<file path="src/rtl/lspb_pkg.sv">
// Shared types, constants and the display bin threshold function of the spectrum binner.
`default_nettype none
package lspb_pkg;

    localparam int NUM_BINS_DEF = 32;
    localparam int LEVEL_W = 17;
    localparam int STEP_W = 16;
    localparam int CFG_IDX_W = 1;
    localparam int CFG_DATA_W = 17;
    localparam int OUT_IDX_W = 6;
    localparam int BIG_W = 1040;

    localparam logic [CFG_IDX_W-1:0] CFG_DECAY = 1'b0;
    localparam logic [CFG_IDX_W-1:0] CFG_STEP = 1'b1;

    localparam logic [LEVEL_W-1:0] DECAY_RST = 17'd65536;
    localparam logic [STEP_W-1:0] STEP_RST = 16'd374;
    localparam logic [LEVEL_W-1:0] UNITY_Q16 = 17'd65536;
    localparam logic [LEVEL_W-1:0] LEVEL_MAX = 17'h1FFFF;
    localparam logic signed [16:0] DB_OFFSET = 17'sd24576;
    localparam logic [18:0] RECIP3 = 19'd349526;

    typedef struct packed {
        logic               frame_start;
        logic               frame_end;
        logic signed [15:0] power_db;
        logic [15:0]        freq_hz;
    } t_in_item;

    typedef struct packed {
        logic [OUT_IDX_W-1:0] bin_index;
        logic [LEVEL_W-1:0]   shown_level;
        logic                 last_bin;
    } t_out_item;

    function automatic logic [BIG_W-1:0] f_pow(logic [16:0] base, int n);
        logic [BIG_W-1:0] acc;
        acc = BIG_W'(1);
        for (int i = 0; i < n; i++) begin
            acc = acc * BIG_W'(base);
        end
        return acc;
    endfunction

    // Smallest frequency f with (f/20)^n >= 1000^k, found by binary search.
    function automatic logic [16:0] f_thresh(int n, int k);
        logic [BIG_W-1:0] target;
        int lo;
        int hi;
        int mid;
        target = f_pow(17'd20, n);
        for (int j = 0; j < k; j++) begin
            target = target * BIG_W'(1000);
        end
        lo = 0;
        hi = 65536;
        for (int it = 0; it < 18; it++) begin
            if (lo < hi) begin
                mid = (lo + hi) / 2;
                if (f_pow(17'(mid), n) >= target) begin
                    hi = mid;
                end else begin
                    lo = mid + 1;
                end
            end
        end
        return 17'(lo);
    endfunction

endpackage
`default_nettype wire

</file>
<file path="src/rtl/log_spectrum_peak_hold_binner.sv">
// Log-frequency spectrum peak-hold binner: sequencer, memories and one shared multiplier.
// An item without marks passes ST_LVL and ST_UPD before the next item can be accepted; a dropped item skips ST_UPD.
// A frame start first walks every bin through ST_DEC_RD and ST_DEC_WR to decay the peak memory.
// A frame end then reads out every bin through ST_RPT_RD and ST_RPT_WR; an output stall holds
// the readout in ST_RPT_WR until the output is free.
// Synchronous reset clears control state and the valid bits at once; no clearing pass is needed.
`default_nettype none
module log_spectrum_peak_hold_binner #(
    parameter int NUM_BINS = lspb_pkg::NUM_BINS_DEF
) (
    input  wire logic                               i_clk,
    input  wire logic                               i_rst_n,
    input  wire logic                               i_in_valid,
    output logic                                    o_in_stall,
    input  wire lspb_pkg::t_in_item                 i_in_data,
    output logic                                    o_out_valid,
    input  wire logic                               i_out_stall,
    output lspb_pkg::t_out_item                     o_out_data,
    input  wire logic                               i_cfg_valid,
    output logic                                    o_cfg_ready,
    input  wire logic [lspb_pkg::CFG_IDX_W-1:0]     i_cfg_index,
    input  wire logic [lspb_pkg::CFG_DATA_W-1:0]    i_cfg_data
);
    import lspb_pkg::*;

    localparam int IW = $clog2(NUM_BINS);
    localparam logic [IW-1:0] IDX_LAST = IW'(NUM_BINS - 1);

    localparam logic [2:0] ST_IDLE   = 3'd0;
    localparam logic [2:0] ST_DEC_RD = 3'd1;
    localparam logic [2:0] ST_DEC_WR = 3'd2;
    localparam logic [2:0] ST_LVL    = 3'd3;
    localparam logic [2:0] ST_UPD    = 3'd4;
    localparam logic [2:0] ST_RPT_RD = 3'd5;
    localparam logic [2:0] ST_RPT_WR = 3'd6;

    logic [2:0]           r_state, n_state;
    logic [IW-1:0]        r_idx, n_idx;
    logic [IW-1:0]        r_bin, n_bin;
    logic [LEVEL_W-1:0]   r_lvl, n_lvl;
    t_in_item             r_item;
    logic [LEVEL_W-1:0]   r_decay;
    logic [STEP_W-1:0]    r_step;

    logic [LEVEL_W-1:0]   r_peak_mem [NUM_BINS];
    logic [LEVEL_W-1:0]   r_shown_mem [NUM_BINS];
    logic [NUM_BINS-1:0]  r_peak_vld;
    logic [NUM_BINS-1:0]  r_shown_vld;
    logic [LEVEL_W-1:0]   r_peak_rd;
    logic                 r_peak_rdv;
    logic [LEVEL_W-1:0]   r_shown_rd;

    logic                 r_out_vld;
    t_out_item            r_out;

    logic                 in_acc;
    logic                 out_free;
    logic                 out_load;
    logic                 rd_en;
    logic [IW-1:0]        rd_addr;
    logic                 pk_we;
    logic [IW-1:0]        pk_waddr;
    logic [LEVEL_W-1:0]   pk_wdata;
    logic                 sh_we;
    logic [LEVEL_W-1:0]   shown_new;

    logic [LEVEL_W-1:0]   peak_q;
    logic [LEVEL_W-1:0]   df_eff;
    logic [18:0]          mul_a, mul_b;
    logic [37:0]          mul_p;
    logic [LEVEL_W-1:0]   dec_v;
    logic [17:0]          lvl_raw;
    logic [LEVEL_W-1:0]   lvl_sat;
    logic signed [16:0]   lvl_a;
    logic                 lvl_ok;
    logic [IW:0]          map_bin;
    logic [LEVEL_W-1:0]   diff;

    lspb_map #(
        .NUM_BINS (NUM_BINS)
    ) u_map (
        .i_freq (r_item.freq_hz),
        .o_bin  (map_bin)
    );

    assign in_acc = i_in_valid && !o_in_stall;
    assign o_in_stall = (r_state != ST_IDLE);
    assign o_cfg_ready = 1'b1;
    assign out_free = !r_out_vld || !i_out_stall;
    assign o_out_valid = r_out_vld;
    assign o_out_data = r_out;

    assign peak_q = r_peak_rdv ? r_peak_rd : '0;
    assign df_eff = (r_decay > UNITY_Q16) ? UNITY_Q16 : r_decay;

    assign lvl_a = $signed({r_item.power_db[15], r_item.power_db}) + DB_OFFSET;
    assign lvl_ok = !lvl_a[16] && (lvl_a != '0);

    // The single multiplier: decay scaling, or level = floor(8 * a / 3) by reciprocal.
    always_comb begin
        if (r_state == ST_DEC_WR) begin
            mul_a = {2'b00, peak_q};
            mul_b = {2'b00, df_eff};
        end else begin
            mul_a = {lvl_a[15:0], 3'b000};
            mul_b = RECIP3;
        end
    end
    assign mul_p = mul_a * mul_b;
    assign dec_v = mul_p[32:16];
    assign lvl_raw = mul_p[37:20];
    assign lvl_sat = lvl_raw[17] ? LEVEL_MAX : lvl_raw[16:0];

    assign diff = (r_shown_rd > peak_q) ? (r_shown_rd - peak_q) : (peak_q - r_shown_rd);
    assign shown_new = (!r_shown_vld[r_idx] || (diff >= {1'b0, r_step})) ? peak_q : r_shown_rd;

    always_comb begin
        n_state  = r_state;
        n_idx    = r_idx;
        n_bin    = r_bin;
        n_lvl    = r_lvl;
        rd_en    = 1'b0;
        rd_addr  = r_idx;
        pk_we    = 1'b0;
        pk_waddr = r_idx;
        pk_wdata = (dec_v < {1'b0, r_step}) ? '0 : dec_v;
        sh_we    = 1'b0;
        out_load = 1'b0;
        case (r_state)
            ST_IDLE: begin
                if (in_acc) begin
                    n_idx = '0;
                    n_state = i_in_data.frame_start ? ST_DEC_RD : ST_LVL;
                end
            end
            ST_DEC_RD: begin
                rd_en = 1'b1;
                n_state = ST_DEC_WR;
            end
            ST_DEC_WR: begin
                pk_we = 1'b1;
                if (r_idx == IDX_LAST) begin
                    n_idx = '0;
                    n_state = ST_LVL;
                end else begin
                    n_idx = r_idx + IW'(1);
                    n_state = ST_DEC_RD;
                end
            end
            ST_LVL: begin
                n_lvl = lvl_sat;
                n_idx = '0;
                if (lvl_ok && (map_bin < (IW + 1)'(NUM_BINS))) begin
                    n_bin = (map_bin < (IW + 1)'(2)) ? IW'(1) : map_bin[IW-1:0];
                    rd_en = 1'b1;
                    rd_addr = n_bin;
                    n_state = ST_UPD;
                end else begin
                    n_state = r_item.frame_end ? ST_RPT_RD : ST_IDLE;
                end
            end
            ST_UPD: begin
                pk_waddr = r_bin;
                pk_wdata = r_lvl;
                pk_we = (r_lvl > peak_q);
                n_state = r_item.frame_end ? ST_RPT_RD : ST_IDLE;
            end
            ST_RPT_RD: begin
                rd_en = 1'b1;
                n_state = ST_RPT_WR;
            end
            ST_RPT_WR: begin
                if (out_free) begin
                    sh_we = 1'b1;
                    out_load = 1'b1;
                    if (r_idx == IDX_LAST) begin
                        n_state = ST_IDLE;
                    end else begin
                        n_idx = r_idx + IW'(1);
                        n_state = ST_RPT_RD;
                    end
                end
            end
            default: begin
                n_state = ST_IDLE;
            end
        endcase
    end

    always_ff @(posedge i_clk) begin
        if (!i_rst_n) begin
            r_state     <= ST_IDLE;
            r_idx       <= '0;
            r_decay     <= DECAY_RST;
            r_step      <= STEP_RST;
            r_peak_vld  <= '0;
            r_shown_vld <= '0;
            r_out_vld   <= 1'b0;
        end else begin
            r_state <= n_state;
            r_idx   <= n_idx;
            if (i_cfg_valid) begin
                case (i_cfg_index)
                    CFG_DECAY: r_decay <= i_cfg_data;
                    CFG_STEP:  r_step <= i_cfg_data[STEP_W-1:0];
                    default: begin
                    end
                endcase
            end
            if (pk_we) begin
                r_peak_vld[pk_waddr] <= 1'b1;
            end
            if (sh_we) begin
                r_shown_vld[r_idx] <= 1'b1;
            end
            if (out_load) begin
                r_out_vld <= 1'b1;
            end else if (!i_out_stall) begin
                r_out_vld <= 1'b0;
            end
        end
    end

    always_ff @(posedge i_clk) begin
        r_bin <= n_bin;
        r_lvl <= n_lvl;
        if (in_acc) begin
            r_item <= i_in_data;
        end
        if (out_load) begin
            r_out.bin_index   <= OUT_IDX_W'(r_idx);
            r_out.shown_level <= shown_new;
            r_out.last_bin    <= (r_idx == IDX_LAST);
        end
    end

    always_ff @(posedge i_clk) begin
        if (pk_we) begin
            r_peak_mem[pk_waddr] <= pk_wdata;
        end
        if (rd_en) begin
            r_peak_rd  <= r_peak_mem[rd_addr];
            r_peak_rdv <= r_peak_vld[rd_addr];
        end
    end

    always_ff @(posedge i_clk) begin
        if (sh_we) begin
            r_shown_mem[r_idx] <= shown_new;
        end
        if (rd_en) begin
            r_shown_rd <= r_shown_mem[rd_addr];
        end
    end

`ifndef SYNTHESIS
    a_last_index: assert property (@(posedge i_clk) disable iff (!i_rst_n)
        (o_out_valid && o_out_data.last_bin) |-> (o_out_data.bin_index == OUT_IDX_W'(IDX_LAST)))
        else $error("last display bin carries the wrong index");

    a_leave_idle: assert property (@(posedge i_clk) disable iff (!i_rst_n)
        (i_in_valid && !o_in_stall) |=> (r_state != ST_IDLE))
        else $error("accepted item did not start processing");

    a_readout_busy: assert property (@(posedge i_clk) disable iff (!i_rst_n)
        (o_out_valid && !i_out_stall && !o_out_data.last_bin)
            |=> (r_state == ST_RPT_RD || r_state == ST_RPT_WR || o_out_data.last_bin))
        else $error("readout stopped before the last display bin");

    a_all_shown: assert property (@(posedge i_clk) disable iff (!i_rst_n)
        (out_load && r_idx == IDX_LAST) |=> (&r_shown_vld))
        else $error("display bins left unshown after a full readout");
`endif

endmodule
`default_nettype wire

</file>
<file path="src/rtl/lspb_map.sv">
// Frequency to display bin mapping against build-time logarithmic thresholds.
`default_nettype none
module lspb_map #(
    parameter int NUM_BINS = lspb_pkg::NUM_BINS_DEF
) (
    input  wire logic [15:0]                    i_freq,
    output logic [$clog2(NUM_BINS):0]           o_bin
);
    import lspb_pkg::*;

    localparam int IW = $clog2(NUM_BINS);

    logic [NUM_BINS-1:0] hit;

    for (genvar k = 1; k <= NUM_BINS; k++) begin : g_th
        localparam logic [16:0] THRESH = f_thresh(NUM_BINS, k);
        assign hit[k-1] = ({1'b0, i_freq} >= THRESH);
    end

    always_comb begin
        o_bin = '0;
        for (int k = 0; k < NUM_BINS; k++) begin
            if (hit[k]) begin
                o_bin = (IW + 1)'(k + 1);
            end
        end
    end

endmodule
`default_nettype wire
</file>
<file path="config.mk">
export PLATFORM = sky130hd
export DESIGN_NAME = log_spectrum_peak_hold_binner
export DESIGN_NICKNAME = d
export VERILOG_FILES = /design/src/rtl/lspb_pkg.sv /design/src/rtl/log_spectrum_peak_hold_binner.sv /design/src/rtl/lspb_map.sv
export SDC_FILE = /design/constraint.sdc
export NUM_CORES = 2
export LEC_CHECK = 0
export ABC_AREA = 0
export BUFFER_PORTS_ARGS = -buffer_cell sky130_fd_sc_hd__buf_4
export CAP_MARGIN = 25
export CORE_MARGIN = 2
export CORE_UTILIZATION = 50
export CTS_BUF_LIST = sky130_fd_sc_hd__clkbuf_4 sky130_fd_sc_hd__clkbuf_8
export CTS_CLUSTER_DIAMETER = 200
export DETAILED_ROUTE_END_ITERATION = 8
export PLACE_DENSITY = 0.66
export SLEW_MARGIN = 20
export SYNTH_ARGS = -nofsm -noshare
export SYNTH_HDL_FRONTEND = slang
export SYNTH_SLANG_ARGS = --single-unit
</file>
<file path="constraint.sdc">
create_clock -name i_clk -period 22.7 [get_ports i_clk]
set_input_delay 5.675 -clock i_clk [delete_from_list [all_inputs] [get_ports i_clk]]
set_output_delay 5.675 -clock i_clk [all_outputs]
set_load 0.03 [all_outputs]
</file>
==> metrics.cfg <==
[die]
die_w_um=366.7
initial_core_util_pct=50.22
coreArea_um2=131000
die_area_um2=134500
row_count=133
ioPinCount=84
die_h_um=366.7

[timing]
slew_violations=0
finalHoldViolations=0
setup-violations-final=0
finalCriticalPeriod_ps=11770
fin_tns_setup_ps=0
fmax_ghz=0.08500
fin_skew_ps=84.66
rsz0062_at_grt=false
period_share_pct=51.83
worst_slew_pin_slew_ps=1121
relSlewSlack_pct=25.25

[synth]
synth_top_area_share_pct=54.83
synth_compound_area_share_pct=7.974
synth_seq_area_share_pct=58.06
synth-warning-count=0
synth_largest_area_cell=edfxtp_1
netlist_area_um2=65770
synth_edf_count=1201
synth-seq-cells=1307
synthMuxAreaShare_pct=2.292
async_flop_share_pct=0
synth_common_cells=edfxtp_1 (1,201), nand2_1 (1,122), inv_1 (420)
yosys.area_share.xor_xnor_pct=0.5193
synth_fa_ha_area_share_pct=12.45
yosys-top-cells-area=edfxtp_1 (55%), fa_1 (8.2%), nand2_1 (6.4%)
synth.most_common_cell=edfxtp_1
avgSynthCellArea_um2=11.79
synthFlopType=edfxtp_1
yosys.area_share.simple_pct=14.25
synth_top_family_by_area=simple AND/OR/NAND/NOR gates
netlist_instances=5578
synthDistinctLibCells=97

[hold_path]
hold_class=reg2reg
hold_start=r_peak_vld[30]

[drt]
routed_wl_um=202400
vias=46064
wire_per_inst_um=26.52
avgViaCountPerCell=6.036
antenna_left=0
drc=0
drtPass1Iterations=6
drt_iter0_drc=5892

[worst_setup_path]
worstPathArrival_ps=12220
critPathMaxStageDelay_ps=710
start_kind=register
endpoint_kind=register
startpoint=r_state[1]
crit_fanout=38
worstSetupPathType=reg2reg
path_common_cell=fa_1
crit_slowest_cell=nor2_1
rr_startpoint=r_state[1]
cp.required_ps=23160

[place]
gp_congestion=0.9602
place_hpwl_um=127900
numPortBuffers=81
dp.cells=7246

[clock_network]
cts_made_buffers=202
clockBufferDepth=3
clk_pin_slew_ps=60
cts.sinks=1307
clk-insertion-delay-late_ps=960
cts_tree=yes
htree_levels=4
postCtsSetupBuffers=0
cts.repair.resized=0
clock-root-buffer=clkbuf_8
hold_buffers=0

[grt]
overflow=0
grt_pass1_vias=45253
antenna_found_initial=6
grt_pass1_wl_um=298800
grt_start_max_net_pins=134
grt.total_usage_pct=30.04

[layout]
multiInputGateArea_um2=25300
nets=6254
seq_area_um2=38190
final.fill_count=10828
drive_gt1_share_pct=12.07
instances_no_fill=7632
synthToLayoutAreaGrowth_pct=11.43

[run_status]
outcome=completed

[run]
maxCapViolations=0

[worst max-delay path: cells and delay by family (launching register included)]
kind,cells,cell delay (ps)
adder cells (fa/ha/maj),8,3890
AO/OA/AOI/OAI,9,3100
AND/OR/NAND/NOR,9,2810
buffers and inverters,7,840
flip-flops,1,600
[flip-flops by register name, indices dropped and copies added, names as in the netlist, 3 cells and up]
register,flops
o_out_data,23
r_bin,5
r_decay,17
r_idx,5
r_item,33
r_lvl,17
r_peak_mem,544
r_peak_rd,17
r_peak_vld,32
r_shown_mem,544
r_shown_rd,17
r_shown_vld,32
r_state,3
r_step,16
[layout make-up]
type / count / area share, %
sequential: 1307 / 52.10
multi-input combinational: 3554 / 34.53
clock buffer: 285 / 4.729
tap: 1755 / 2.996
timing repair buffer: 217 / 2.609
inverter: 423 / 2.166
clock inverter: 88 / 0.8621
antenna: 3 / 0.01024
[through the flow]
step | area, um2 | hold WS [ps] | utilization, % | worst slack [ps]
after floorplan | 65850 | 406.4 | - | 12500
after global placement | 68800 | 428.9 | 52.54 | 11370
after detailed placement | 69010 | 437.7 | 52.70 | 11200
after CTS | 73110 | 452.6 | 55.82 | 11110
after global routing | 73290 | 475.4 | 55.96 | 10560
final | 73290 | 456.5 | 55.96 | 10930
[path summary, 6_finish.rpt]
| kind | slack [ps] | endpoint | depth (start not counted) |
|---|---|---|---|
| worst max-delay path | 10930 | r_peak_mem[30][13] | 33 |
| worst max register to register | 10930 | r_peak_mem[30][13] | 33 |
| worst min register to register | 460 | r_peak_vld[30] | 2 |
| worst min-delay path | 460 | r_peak_vld[30] | 2 |
[placed cells by master, fill, tap and decap left out, types with 50 or more instances in the layout]
cell type / netlist / routed
a31oi_1: 61 / 60
dfxtp_1: 106 / 106
inv_1: 420 / 419
clkbuf_4: 0 / 73
o211ai_1: 74 / 74
nand4_1: 112 / 112
buf_4: 12 / 195
nor3_1: 63 / 60
ha_1: 221 / 221
edfxtp_1: 1201 / 1201
nand3_1: 266 / 266
mux2i_1: 127 / 110
nand2_1: 1122 / 1122
clkbuf_8: 0 / 212
clkinv_1: 1 / 50
and3_1: 64 / 64
a21oi_1: 154 / 152
nor2_1: 345 / 297
o21ai_0: 84 / 82
fa_1: 271 / 271
[metal layers]
layer  up-vias  wire [um]  track usage [%]
met2      2664      93100            46.86
met5         -         13                0
met1     22858      79580            41.24
li1      20082          -                -
met3       458      21250            6.018
met4         2       8485            12.60
[cell families (layout without fill, tap and decap cells)]
family,after synthesis,count (layout)
adders and majority gates,492,492
muxes,140,140
other,2,24
xor gates and xnor gates,39,39
DFF,1307,1307
AOI/OAI and AO/OA,726,726
buffers and inverters,736,1013
and+or+nand+nor,2136,2136
Power is not shown: default switching activity piles up to over one toggle a cycle in this logic, so the estimate is an artifact.
